**config.mk**
```make
export PLATFORM = sky130hd
export DESIGN_NAME = masonry_column_placer_flat
export DESIGN_NICKNAME = d
export VERILOG_FILES = /design/src/sv/mcp_pkg.sv /design/src/sv/mcp_item_if.sv /design/src/sv/mcp_result_if.sv /design/src/sv/mcp_cfg_if.sv /design/src/sv/masonry_column_placer.sv /design/src/flat_wrapper.sv
export SDC_FILE = /design/constraint.sdc
export NUM_CORES = 1
export LEC_CHECK = 0
export BUFFER_PORTS_ARGS = -buffer_cell sky130_fd_sc_hd__buf_2
export CAP_MARGIN = 20
export CORE_ASPECT_RATIO = 0.75
export CORE_UTILIZATION = 55
export CTS_CLUSTER_SIZE = 28
export DETAILED_ROUTE_END_ITERATION = 10
export PLACE_DENSITY = 0.81
export SLEW_MARGIN = 20
export SYNTH_ARGS = -nofsm -noshare
export SYNTH_HDL_FRONTEND = slang
export SYNTH_SLANG_ARGS = --single-unit
```
**constraint.sdc**
```tcl
create_clock -name clk -period 9.8 [get_ports clk]
set_input_delay 1.47 -clock clk [delete_from_list [all_inputs] [get_ports clk]]
set_output_delay 1.47 -clock clk [all_outputs]
set_load 0.05 [all_outputs]
```
**src/sv/mcp_pkg.sv**
```systemverilog
package mcp_pkg;

  // Column store geometry
  localparam int MAX_COLUMNS     = 8;
  localparam int COL_W           = $clog2(MAX_COLUMNS);
  localparam int COUNT_W         = COL_W + 1;
  localparam int DEFAULT_COLUMNS = 3;

  // Field widths
  localparam int HEIGHT_W  = 32;
  localparam int ITEM_H_W  = 15;
  localparam int COORD_W   = 16;
  localparam int AREA_W_W  = 15;
  localparam int GAP_W     = 10;
  localparam int CCOUNT_W  = 4;
  localparam int CFG_ADDR_W = 3;
  localparam int CFG_DATA_W = 16;

  // Radix-4 divider: two quotient bits per step over a 16-bit dividend
  localparam int DIV_DVD_W = 16;
  localparam int DIV_STEPS = DIV_DVD_W / 2;
  localparam int DIV_CNT_W = $clog2(DIV_STEPS + 1);

  localparam logic signed [HEIGHT_W+1:0] HEIGHT_MAX = 34'sh0_7FFF_FFFF;

  typedef enum logic [1:0] {
    ST_IDLE,
    ST_SCAN,
    ST_MUL,
    ST_FIN
  } mcp_state_t;

  typedef enum logic [CFG_ADDR_W-1:0] {
    REG_COLUMN_COUNT = 3'd0,
    REG_AREA_LEFT    = 3'd1,
    REG_AREA_TOP     = 3'd2,
    REG_AREA_WIDTH   = 3'd3,
    REG_GAP          = 3'd4
  } mcp_reg_t;

endpackage

```
**src/sv/mcp_item_if.sv**
```systemverilog
interface mcp_item_if import mcp_pkg::*; ();
  logic                valid;
  logic                ready;
  logic [ITEM_H_W-1:0] item_height;
  logic                start_pass;

  modport source (output valid, output item_height, output start_pass, input ready);
  modport sink   (input valid, input item_height, input start_pass, output ready);
endinterface

```
**src/sv/mcp_result_if.sv**
```systemverilog
interface mcp_result_if import mcp_pkg::*; ();
  logic                       valid;
  logic                       ready;
  logic signed [HEIGHT_W-1:0] pos_x;
  logic signed [HEIGHT_W-1:0] pos_y;
  logic [AREA_W_W-1:0]        box_width;
  logic [ITEM_H_W-1:0]        box_height;
  logic [COL_W-1:0]           column_index;

  modport source (output valid, output pos_x, output pos_y, output box_width,
                  output box_height, output column_index, input ready);
  modport sink   (input valid, input pos_x, input pos_y, input box_width,
                  input box_height, input column_index, output ready);
endinterface

```
**src/sv/mcp_cfg_if.sv**
```systemverilog
interface mcp_cfg_if import mcp_pkg::*; ();
  logic                  valid;
  logic                  ready;
  logic [CFG_ADDR_W-1:0] addr;
  logic [CFG_DATA_W-1:0] data;

  modport source (output valid, output addr, output data, input ready);
  modport sink   (input valid, input addr, input data, output ready);
endinterface

```
**src/sv/masonry_column_placer.sv**
```systemverilog
// Channel      Dir  Payload                                           Accept
// item_in      in   item_height[15], start_pass                       valid & ready
// result_out   out  pos_x[32], pos_y[32], box_width[15],
//                   box_height[15], column_index[3]                   valid & ready
// cfg          in   addr[3] (register index), data[16]                valid & ready
//
// Steps: accept, scan (n height reads and a compare, overlapped with the 8-step
// width divider), multiply, write-back; item_in is ready only in the idle state,
// so a new item is taken only once the last one has been written back.
// Reset (rst, synchronous) clears the control state and the column valid bits; a
// column without its valid bit reads as the latched pass top. A waiting result
// stalls the next item in write-back until the output register is free.
module masonry_column_placer import mcp_pkg::*; (
  input  logic        clk,
  input  logic        rst,
  mcp_item_if.sink    item_in,
  mcp_result_if.source result_out,
  mcp_cfg_if.sink     cfg
);

  // Configuration registers
  logic [CCOUNT_W-1:0]       column_count;
  logic signed [COORD_W-1:0] area_left;
  logic signed [COORD_W-1:0] area_top;
  logic [AREA_W_W-1:0]       area_width;
  logic [GAP_W-1:0]          gap;

  // Item registers, latched at accept
  logic [ITEM_H_W-1:0]       h_q;
  logic [COUNT_W-1:0]        n_q;
  logic signed [COORD_W-1:0] left_q;
  logic [GAP_W-1:0]          gap_q;
  logic [AREA_W_W-1:0]       width_q;
  logic signed [HEIGHT_W-1:0] pass_top;

  // Height memory with one valid bit per column
  logic [HEIGHT_W-1:0]    col_mem [MAX_COLUMNS];
  logic [MAX_COLUMNS-1:0] col_valid;

  // Scan pipeline
  logic [COUNT_W-1:0]         rd_idx;
  logic                       rd_en;
  logic                       rd_pend;
  logic                       rd_first;
  logic                       rd_hit;
  logic [COL_W-1:0]           rd_col;
  logic [HEIGHT_W-1:0]        rd_data;
  logic signed [HEIGHT_W-1:0] cand;
  logic signed [HEIGHT_W-1:0] best_val;
  logic [COL_W-1:0]           best;
  logic                       scan_done;

  // Divider
  logic [DIV_DVD_W-1:0] dvd;
  logic [DIV_DVD_W-1:0] quo;
  logic [COUNT_W-1:0]   rem;
  logic [DIV_CNT_W-1:0] div_cnt;
  logic                 div_done;
  logic [COUNT_W:0]     dv_r1;
  logic [COUNT_W:0]     dv_r2;
  logic [COUNT_W-1:0]   dv_m1;
  logic [COUNT_W-1:0]   dv_m2;
  logic                 dv_b1;
  logic                 dv_b2;

  // Placement math
  logic [AREA_W_W+COL_W-1:0]  prod;
  logic signed [HEIGHT_W+1:0] sum;
  logic signed [HEIGHT_W-1:0] grown;
  logic signed [HEIGHT_W-1:0] pos_x_q;

  // Control
  mcp_state_t state, state_next;
  logic       item_acc;
  logic       fin_go;
  logic       out_valid;
  logic [COUNT_W-1:0] n_sel;

  // Columns in use: zero means the default, clamp to the store depth
  always_comb begin
    if (column_count == '0) begin
      n_sel = COUNT_W'(DEFAULT_COLUMNS);
    end else if (column_count > CCOUNT_W'(MAX_COLUMNS)) begin
      n_sel = COUNT_W'(MAX_COLUMNS);
    end else begin
      n_sel = COUNT_W'(column_count);
    end
  end

  // Configuration writes, taken every cycle
  assign cfg.ready = 1'b1;

  always_ff @(posedge clk) begin
    if (rst) begin
      column_count <= CCOUNT_W'(DEFAULT_COLUMNS);
      area_left    <= '0;
      area_top     <= '0;
      area_width   <= '0;
      gap          <= '0;
    end else if (cfg.valid) begin
      case (mcp_reg_t'(cfg.addr))
        REG_COLUMN_COUNT: column_count <= cfg.data[CCOUNT_W-1:0];
        REG_AREA_LEFT:    area_left    <= cfg.data[COORD_W-1:0];
        REG_AREA_TOP:     area_top     <= cfg.data[COORD_W-1:0];
        REG_AREA_WIDTH:   area_width   <= cfg.data[AREA_W_W-1:0];
        REG_GAP:          gap          <= cfg.data[GAP_W-1:0];
        default: ;
      endcase
    end
  end

  assign item_acc = item_in.valid && item_in.ready;

  // Latch the item and its configuration snapshot
  always_ff @(posedge clk) begin
    if (item_acc) begin
      h_q     <= item_in.item_height;
      n_q     <= n_sel;
      left_q  <= area_left;
      gap_q   <= gap;
      width_q <= area_width;
    end
  end

  // A new pass drops every stored height back to the area top
  always_ff @(posedge clk) begin
    if (rst) begin
      col_valid <= '0;
      pass_top  <= '0;
    end else if (item_acc && item_in.start_pass) begin
      col_valid <= '0;
      pass_top  <= HEIGHT_W'(area_top);
    end else if (state == ST_FIN && fin_go) begin
      col_valid[best] <= 1'b1;
    end
  end

  // Read one column per cycle during the scan
  assign rd_en = (state == ST_SCAN) && (rd_idx < n_q);

  always_ff @(posedge clk) begin
    if (item_acc) begin
      rd_idx <= '0;
    end else if (rd_en) begin
      rd_idx <= rd_idx + 1'b1;
    end
  end

  always_ff @(posedge clk) begin
    if (rd_en) begin
      rd_data <= col_mem[rd_idx[COL_W-1:0]];
    end
    if (state == ST_FIN && fin_go) begin
      col_mem[best] <= grown;
    end
  end

  always_ff @(posedge clk) begin
    if (rd_en) begin
      rd_hit   <= col_valid[rd_idx[COL_W-1:0]];
      rd_col   <= rd_idx[COL_W-1:0];
      rd_first <= (rd_idx == '0);
    end
  end

  always_ff @(posedge clk) begin
    if (rst) begin
      rd_pend <= 1'b0;
    end else begin
      rd_pend <= rd_en;
    end
  end

  // Keep the strictly smaller height so ties stay on the lowest column
  assign cand = rd_hit ? $signed(rd_data) : pass_top;

  always_ff @(posedge clk) begin
    if (rd_pend && (rd_first || cand < best_val)) begin
      best_val <= cand;
      best     <= rd_col;
    end
  end

  assign scan_done = (rd_idx == n_q) && !rd_pend;

  // Column width: restoring divide, two quotient bits per cycle
  always_comb begin
    dv_r1 = {rem, dvd[DIV_DVD_W-1]};
    dv_b1 = dv_r1 >= {1'b0, n_q};
    dv_m1 = dv_b1 ? COUNT_W'(dv_r1 - {1'b0, n_q}) : COUNT_W'(dv_r1);
    dv_r2 = {dv_m1, dvd[DIV_DVD_W-2]};
    dv_b2 = dv_r2 >= {1'b0, n_q};
    dv_m2 = dv_b2 ? COUNT_W'(dv_r2 - {1'b0, n_q}) : COUNT_W'(dv_r2);
  end

  assign div_done = (div_cnt == DIV_CNT_W'(DIV_STEPS));

  always_ff @(posedge clk) begin
    if (item_acc) begin
      dvd     <= {1'b0, area_width};
      quo     <= '0;
      rem     <= '0;
      div_cnt <= '0;
    end else if (state == ST_SCAN && !div_done) begin
      dvd     <= {dvd[DIV_DVD_W-3:0], 2'b00};
      quo     <= {quo[DIV_DVD_W-3:0], dv_b1, dv_b2};
      rem     <= dv_m2;
      div_cnt <= div_cnt + 1'b1;
    end
  end

  // x offset and grown height
  assign prod = {{AREA_W_W{1'b0}}, best} * {{COL_W{1'b0}}, quo[AREA_W_W-1:0]};
  assign sum  = (HEIGHT_W+2)'(best_val) + $signed({{(HEIGHT_W+2-ITEM_H_W){1'b0}}, h_q})
              + $signed({{(HEIGHT_W+2-GAP_W){1'b0}}, gap_q});

  always_ff @(posedge clk) begin
    if (state == ST_MUL) begin
      pos_x_q <= HEIGHT_W'(left_q) + $signed({{(HEIGHT_W-AREA_W_W-COL_W){1'b0}}, prod});
      grown   <= (sum > HEIGHT_MAX) ? HEIGHT_MAX[HEIGHT_W-1:0] : sum[HEIGHT_W-1:0];
    end
  end

  // State machine
  always_ff @(posedge clk) begin
    if (rst) begin
      state <= ST_IDLE;
    end else begin
      state <= state_next;
    end
  end

  always_comb begin
    state_next = state;
    case (state)
      ST_IDLE: if (item_acc) state_next = ST_SCAN;
      ST_SCAN: if (scan_done && div_done) state_next = ST_MUL;
      ST_MUL:  state_next = ST_FIN;
      ST_FIN:  if (fin_go) state_next = ST_IDLE;
      default: state_next = ST_IDLE;
    endcase
  end

  always_comb begin
    item_in.ready = (state == ST_IDLE);
    fin_go        = !out_valid || result_out.ready;
  end

  // Output register: hold the result until taken
  always_ff @(posedge clk) begin
    if (rst) begin
      out_valid <= 1'b0;
    end else if (state == ST_FIN && fin_go) begin
      out_valid <= 1'b1;
    end else if (result_out.ready) begin
      out_valid <= 1'b0;
    end
  end

  always_ff @(posedge clk) begin
    if (state == ST_FIN && fin_go) begin
      result_out.pos_x        <= pos_x_q;
      result_out.pos_y        <= best_val;
      result_out.box_width    <= quo[AREA_W_W-1:0];
      result_out.box_height   <= h_q;
      result_out.column_index <= best;
    end
  end

  assign result_out.valid = out_valid;

`ifndef SYNTH
  // Width times column count never exceeds the area width
  a_div_bound: assert property (@(posedge clk) disable iff (rst)
    (state == ST_MUL) |->
      ({{COUNT_W{1'b0}}, quo[AREA_W_W-1:0]} * {{AREA_W_W{1'b0}}, n_q})
        <= {{COUNT_W{1'b0}}, width_q})
    else $error("column width exceeds area share");

  // A placed column only grows
  a_grow: assert property (@(posedge clk) disable iff (rst)
    (state == ST_FIN) |-> (grown >= best_val))
    else $error("column height shrank");

  // Write-back marks the chosen column as holding a stored height
  a_wb_valid: assert property (@(posedge clk) disable iff (rst)
    (state == ST_FIN && fin_go) |=> col_valid[$past(best)])
    else $error("written column not marked valid");

  // The chosen column lies within the columns in use
  a_best_range: assert property (@(posedge clk) disable iff (rst)
    (state == ST_MUL) |-> ({1'b0, best} < n_q))
    else $error("chosen column outside columns in use");
`endif

endmodule
```
**src/flat_wrapper.sv**
```systemverilog
// flat-port wrapper written by rule: the top's interface ports become plain ports
module masonry_column_placer_flat import mcp_pkg::*;
  (clk, rst, item_in_valid, item_in_item_height, item_in_start_pass, item_in_ready, result_out_valid, result_out_pos_x, result_out_pos_y, result_out_box_width, result_out_box_height, result_out_column_index, result_out_ready, cfg_valid, cfg_addr, cfg_data, cfg_ready);
  mcp_item_if item_in_i ();
  mcp_result_if result_out_i ();
  mcp_cfg_if cfg_i ();
  input  logic clk;
  input  logic rst;
  input wire logic [$bits(item_in_i.valid)-1:0] item_in_valid;
  input wire logic [$bits(item_in_i.item_height)-1:0] item_in_item_height;
  input wire logic [$bits(item_in_i.start_pass)-1:0] item_in_start_pass;
  output wire logic [$bits(item_in_i.ready)-1:0] item_in_ready;
  output wire logic [$bits(result_out_i.valid)-1:0] result_out_valid;
  output wire logic [$bits(result_out_i.pos_x)-1:0] result_out_pos_x;
  output wire logic [$bits(result_out_i.pos_y)-1:0] result_out_pos_y;
  output wire logic [$bits(result_out_i.box_width)-1:0] result_out_box_width;
  output wire logic [$bits(result_out_i.box_height)-1:0] result_out_box_height;
  output wire logic [$bits(result_out_i.column_index)-1:0] result_out_column_index;
  input wire logic [$bits(result_out_i.ready)-1:0] result_out_ready;
  input wire logic [$bits(cfg_i.valid)-1:0] cfg_valid;
  input wire logic [$bits(cfg_i.addr)-1:0] cfg_addr;
  input wire logic [$bits(cfg_i.data)-1:0] cfg_data;
  output wire logic [$bits(cfg_i.ready)-1:0] cfg_ready;
  assign item_in_i.valid = item_in_valid;
  assign item_in_i.item_height = item_in_item_height;
  assign item_in_i.start_pass = item_in_start_pass;
  assign item_in_ready = item_in_i.ready;
  assign result_out_valid = result_out_i.valid;
  assign result_out_pos_x = result_out_i.pos_x;
  assign result_out_pos_y = result_out_i.pos_y;
  assign result_out_box_width = result_out_i.box_width;
  assign result_out_box_height = result_out_i.box_height;
  assign result_out_column_index = result_out_i.column_index;
  assign result_out_i.ready = result_out_ready;
  assign cfg_i.valid = cfg_valid;
  assign cfg_i.addr = cfg_addr;
  assign cfg_i.data = cfg_data;
  assign cfg_ready = cfg_i.ready;
  masonry_column_placer u_core (.clk(clk), .rst(rst), .item_in(item_in_i), .result_out(result_out_i), .cfg(cfg_i));
endmodule
```
Word level (Yosys, flattened, before mapping)
Memory sizes are Yosys's and may differ from the RTL's. A register that Yosys moved wholly into a read port is not among the register bits.
Cells that the tools add are included.

storage, ports and cells
  memories = 1
  bits in writable memories = 256
  ROM bits = 0
  bits of input ports = 40
  output and inout bits = 100
  bits in latches = 0
  bits in registers = 378

operators by class
  divide/modulo/power cells = 0
  shift-type cells = 0
  reduce and logical (&&, ||, !) cells = 28
  order comparisons = 9
  mux-type cells = 18
  multiply operators = 1
  eq/ne operators = 12
  bitwise operators = 1
  $add $sub $neg = 7

memory list
  name            words  bits a word  read ports  clocked after Yosys merged registers in  wr ports  RTL line                     text
  u_core.col_mem  8      32           1           1                                        1         masonry_column_placer.sv:37  logic [HEIGHT_W-1:0] col_mem [MAX_COLUMNS];

operator list
  kind                    number
  $add A34 B11 Y34        1
  $gt A34 B32 Y1 const B  1
  $add A32 B16 Y33        1
  $lt A32 B32 Y1          1
  $mux W32                1
  $mux W15                2
  $add A16 B19 Y20        1
  $mul A3 B15 Y18         1
  $mux W4                 3
  $ge A5 B4 Y1            2
  $reduce_and A2 Y1       5
  $logic_and A1 B1 Y1     9
  $add A4 B1 Y4 const B   2
  $logic_not A4 Y1        2
  $lt A3 B4 Y1 const B    2
  $or A8 B8 Y8            1
  $pmux W2 S4             1
  $sub A4 B4 Y4           2
  $eq A3 B2 Y1 const B    2
  $mux W1                 6
  $mux W2                 3
  $eq A2 B2 Y1 const B    2
  $eq A4 B4 Y1            1
  $eq A4 B4 Y1 const B    1
  other kinds (17)        23

Depth between registers and ports, before layout
  depth in word-level cells = 5
  gate-level depth with buffers = 24

Least setup slack after synthesis
No wires, ideal clock.

  path kind = in2reg
  from = input result_out_ready
  to = memory u_core.col_mem[1][0], enable pin
  arrival = 8.360 ns
  path buffers = 0
  stages on the path = 4
  slack = 0.977 ns
  path through = nor2b_1 -> nor2b_1 -> nand2_1 -> nor3_1

on the way
  cells in the longest elaborated chain, start to end = 4

ends and longest elaborated chain
  item                           RTL line                      text
  start, declared                flat_wrapper.sv:19            input wire logic [$bits(result_out_i.ready)-1:0] result_out_ready;
  $logic_or A1 B1 Y1             masonry_column_placer.sv:246  fin_go = !out_valid || result_out.ready;
  $logic_and A1 B1 Y1            masonry_column_placer.sv:153  if (state == ST_FIN && fin_go) begin
  $mux W1                        masonry_column_placer.sv:153
  $mux W1 (not written as such)  masonry_column_placer.sv:154  col_mem[best] <= grown;
  end, declared                  masonry_column_placer.sv:37

Every way passes these cells.

Final worst setup path
  from = register u_core.best[1]
  to = register u_core.pos_x_q[18] (data pin)

on the way
  cells in the longest elaborated chain, start to end = 2

ends and longest elaborated chain
  item                    RTL line                      text
  start, declared         masonry_column_placer.sv:50   logic [COL_W-1:0] best;
  start signal, assigned  masonry_column_placer.sv:180  best <= rd_col;
  $mul A3 B15 Y18         masonry_column_placer.sv:213  assign prod = {{AREA_W_W{1'b0}}, best} * {{COL_W{1'b0}}, quo[AREA_W_W-1:0]};
  $add A16 B19 Y20        masonry_column_placer.sv:219  pos_x_q <= HEIGHT_W'(left_q) + $signed({{(HEIGHT_W-AREA_W_W-COL_W){1'b0}}, prod});
  end signal, assigned    masonry_column_placer.sv:219
  end, declared           masonry_column_placer.sv:70   logic signed [HEIGHT_W-1:0] pos_x_q;

Every way passes these cells.
A chain may end at the register's enable or synchronous reset.

==> summary by stage <==
Layout
The area growth from synthesis to layout is 11.6%. The antenna diode count is 0. The layout cell share with drive strength beyond 1 is 0.191.

At the end of the flow the core is filled with cells to 0.625. The number of nets in the layout is ~2400. The final instance area is approximately 31000 sq um.

GRT
For this run, the total global-route usage over all layers was measured as 0.256. The initial antenna violation count is 0. For this run, global-route usage on met2 was measured as 0.379. The met3 capacity usage during global routing is 0.0414. The first-pass GRT wire length is 100000 um. Entering global routing, the biggest net connects 87 pins.

The met1 demand-to-capacity share in global routing is 0.386. The global route total overflow is 0. The via count of the first global-routing pass is roughly 17000. The most congested layer reported by global routing is met1.

Routing
The number of violations reported at the end of detailed-routing iteration 0 is 2069. Once detail routing completed, the nets flagged for antenna violations numbered 0. The DRC violation count after routing is 0.

The via density per instance is 6.00. The routed via count is roughly 17000. The average wire per standard cell is roughly 23 um.

The first TritonRoute pass finished after 6 iterations. The total wirelength of the detailed-routed design is approximately 66000 um.

Synth
The post-synthesis instance total is ~2100. The post-synthesis mux area share is 0.0741. The fraction of the mapped netlist area in adder cells is 0.0632.

Of the synthesized area, sequential elements account for 0.642. The fraction of registers with async set or reset after synthesis is 0. The area share of xor/xnor cells in the synthesized design is 0.0267. The fraction of the mapped netlist area in compound gates came to 0.0771. After synthesis the cells add up to around 28000 sq um. Among all flip-flop cells after synthesis, the most frequent one is edfxtp_1. The library cell occupying the most area in the post-synthesis netlist is edfxtp_1.

The most numerous cell in the Yosys netlist is edfxtp_1. During synthesis, Yosys emitted a total of 0 warnings. The distinct cell type count after synthesis is between 70 and 80. After synthesis, the largest family of logic cells by area is simple AND/OR/NAND/NOR gates. Averaged over all synthesized cells, the footprint is around 14 sq um. The simple-gate area share of the yosys netlist is 0.0893. After synthesis, the most frequently instantiated cells are 525 x edfxtp_1, 333 x nand2_1, 138 x a21oi_1. The synthesized design contains between 600 and 700 register bits. The synthesized netlist net count is between 2000 and 2500. Ranked by total cell area, the synthesized netlist is headed by edfxtp_1 56%, dfxtp_1 8.3%, mux4_2 5.3%. The number of enable flip-flop cells after synthesis is about 530.

Of the post-synthesis cell area, the dominant cell type holds 0.559.

Timing
Dividing the final minimum period by the clock period gives 0.594. The worst path in the final design needs a cycle of 5.82 ns, including I/O delays and setup. Between clock sinks in the finished design, the worst skew comes to ~0.022 ns. Setup violations remaining at the end of the flow were counted as 0.

The count of final max-slew check failures is 0. The peak clock frequency supported by timing is approximately 0.17 GHz. Setup repair after global routing left no endpoint under its margin. The setup TNS is 0 ns. The final worst-path setup slack is roughly 4 ns. Measured against its own limit, the worst slew margin works out to 0.274.

The transition time of the tightest slew-check pin is 1.08 ns. The number of hold violations in the final report is 0.

Floorplanning
In this run the standard cell core region covers approximately 50000 sq um. The floorplan die area is between 50000 and 60000 sq um. The die span in x is roughly 260 um.

The initialized floorplan defines 71 standard-cell rows. The initial utilization of the core area, before any placement, comes to 0.560. The count of pins on the block boundary is 140. The vertical die dimension is around 200 um.

Power
The cell area power density is between 200 and 300 nW/um^2. Total power for the finished layout comes to 0.00848 W. The leakage power total is between 10 and 15 nW.

Across the VDD grid, the largest voltage drop is ~0.00014 V.

Placed design
Prior to clock tree synthesis, the placed netlist has a worst setup slack of 4.09 ns. The placed instances occupy a cell area of roughly 30000 sq um. The count of port buffers added during placement is about 140. The HPWL after detailed placement is between 40000 and 50000 um. The placer's final routability congestion estimate is 0.919.

Outcome
The run finished with clean final reports.

Clock network
The clock buffer count from CTS is 57. The number of resized instances in the post-cts repair step is 0. TritonCTS built the clock tree. The clock tree root driver cell is clkbuf_16.

The largest buffer count on any clock path is 3. The clock net sink count is about 640. The latest clock arrival within the worst-skew pair is about 0.63 ns. After clock tree synthesis, the clock-pin slew on the worst setup and hold paths is 0.06 ns. For this design, the CTS-stage hold fixing added 0 buffers. The deepest level of the CTS H-tree is 2. The number of buffers inserted by post-CTS setup repair is 0.

Setup path
The arrival time of the worst setup path is approximately 6.2 ns. The class of the most critical setup path is flip-flop to flip-flop. The worst setup path is launched from a flip-flop.

In this run the worst path has a maximum fanout of 21. The required arrival time at the worst endpoint is 10.16 ns. STA classifies the critical path endpoint as a flip-flop.

Worst hold path
The path class of the lowest-slack min-delay path is flip-flop to flip-flop.

Flow run
The number of maximum-capacitance constraint violations is 0.
-- cell type report --
class | instances | area (sq um)
Multi-Input combinational cell | 1223 | 9430
Fill cell | 3650 | 18900
Timing Repair Buffer | 164 | 921
Clock inverter | 25 | 226
Inverter | 97 | 365
Clock buffer | 81 | 1590
Tap cell | 657 | 822
Sequential cell | 642 | 18100
-- layer usage --
| metal | wire length, um | vias to the layer above |
|---|---|---|
| met5 | 0 | - |
| met4 | 1690 | 0 |
| met3 | 6290 | 100 |
| met2 | 29100 | 826 |
| met1 | 29100 | 8596 |
| li1 | - | 7806 |
-- critical path, stage by stage (launching register included) --
cell       delay, ns
edfxtp_1        0.79
nand2_1         0.17
fa_1            0.52
inv_1           0.05
ha_1            0.22
fa_1            0.42
a21o_1          0.19
a21oi_1         0.24
o21bai_1        0.09
a21oi_1         0.23
o21bai_1        0.12
a211o_1         0.32
a2111oi_0       0.53
nor2_1          0.13
xnor2_1         0.15
ha_1            0.35
and2_1          0.18
o21ai_0         0.18
o21ai_0         0.16
o21ai_0         0.18
nand2b_1        0.07
a21oi_1         0.18
xnor2_1         0.08
-- layout by cell type, fill, tap and decap left out, types with 22 or more instances in the layout --
cell       synthesis  routed
mux2_2            50      50
edfxtp_1         525     525
o21ai_0           32      31
a21oi_1          138     137
buf_4             19      22
inv_1             94      94
xnor2_1           57      57
nor3_1            24      22
ha_1             112     111
dfxtp_1          117     114
clkbuf_16          0      58
nor2_1            85      79
buf_2              1     138
mux4_2            66      66
o211ai_2          32      32
nand2_1          333     333
xor2_1            29      29
-- cell families after synthesis --
group	after synthesis
AO/OA/AOI/OAI	315
AND/OR/NAND/NOR	570
flip-flops	642
multiplexers	120
adder cells (fa/ha/maj)	131
XOR/XNOR	86
other	1
buffers and inverters	187
-- through the flow --
step	instances	hold WS, ns
CTS	2887	0.417
finish	2889	0.419
global route	2889	0.426
global placement	2780	0.403
floorplan	2052	0.400
detailed placement	2781	0.405
-- power by group --
| group | internal, W | switching (W) |
|---|---|---|
| sequential | 0.00352 | 0.000304 |
| clock | 0.00123 | 0.000971 |
| combinational | 0.000909 | 0.00154 |
-- worst paths after layout --
| kind | startpoint | end | slack [ns] | depth (start not counted) |
|---|---|---|---|---|
| setup / recovery | u_core.best[1] | u_core.pos_x_q[18] | 3.98 | 22 |
| hold / removal | u_core.pos_x_q[0] | u_core.result_out.pos_x[0] | 0.42 | 0 |
| setup reg to reg | u_core.best[1] | u_core.pos_x_q[18] | 3.98 | 22 |
| hold reg to reg | u_core.pos_x_q[0] | u_core.result_out.pos_x[0] | 0.42 | 0 |
-- sequential cells by signal (all words and copies together), names as in the netlist, 16 cells and up --
name                     cells
u_core.result_out.pos_y     32
u_core.area_left            16
u_core.area_top             16
u_core.col_mem             256
u_core.result_out.pos_x     20
u_core.rd_data              32
u_core.dvd                  16
u_core.best_val             32
u_core.grown                32
u_core.pos_x_q              20
u_core.left_q               16
u_core.pass_top             16
Note: power is estimated with default switching activity, not from simulation.
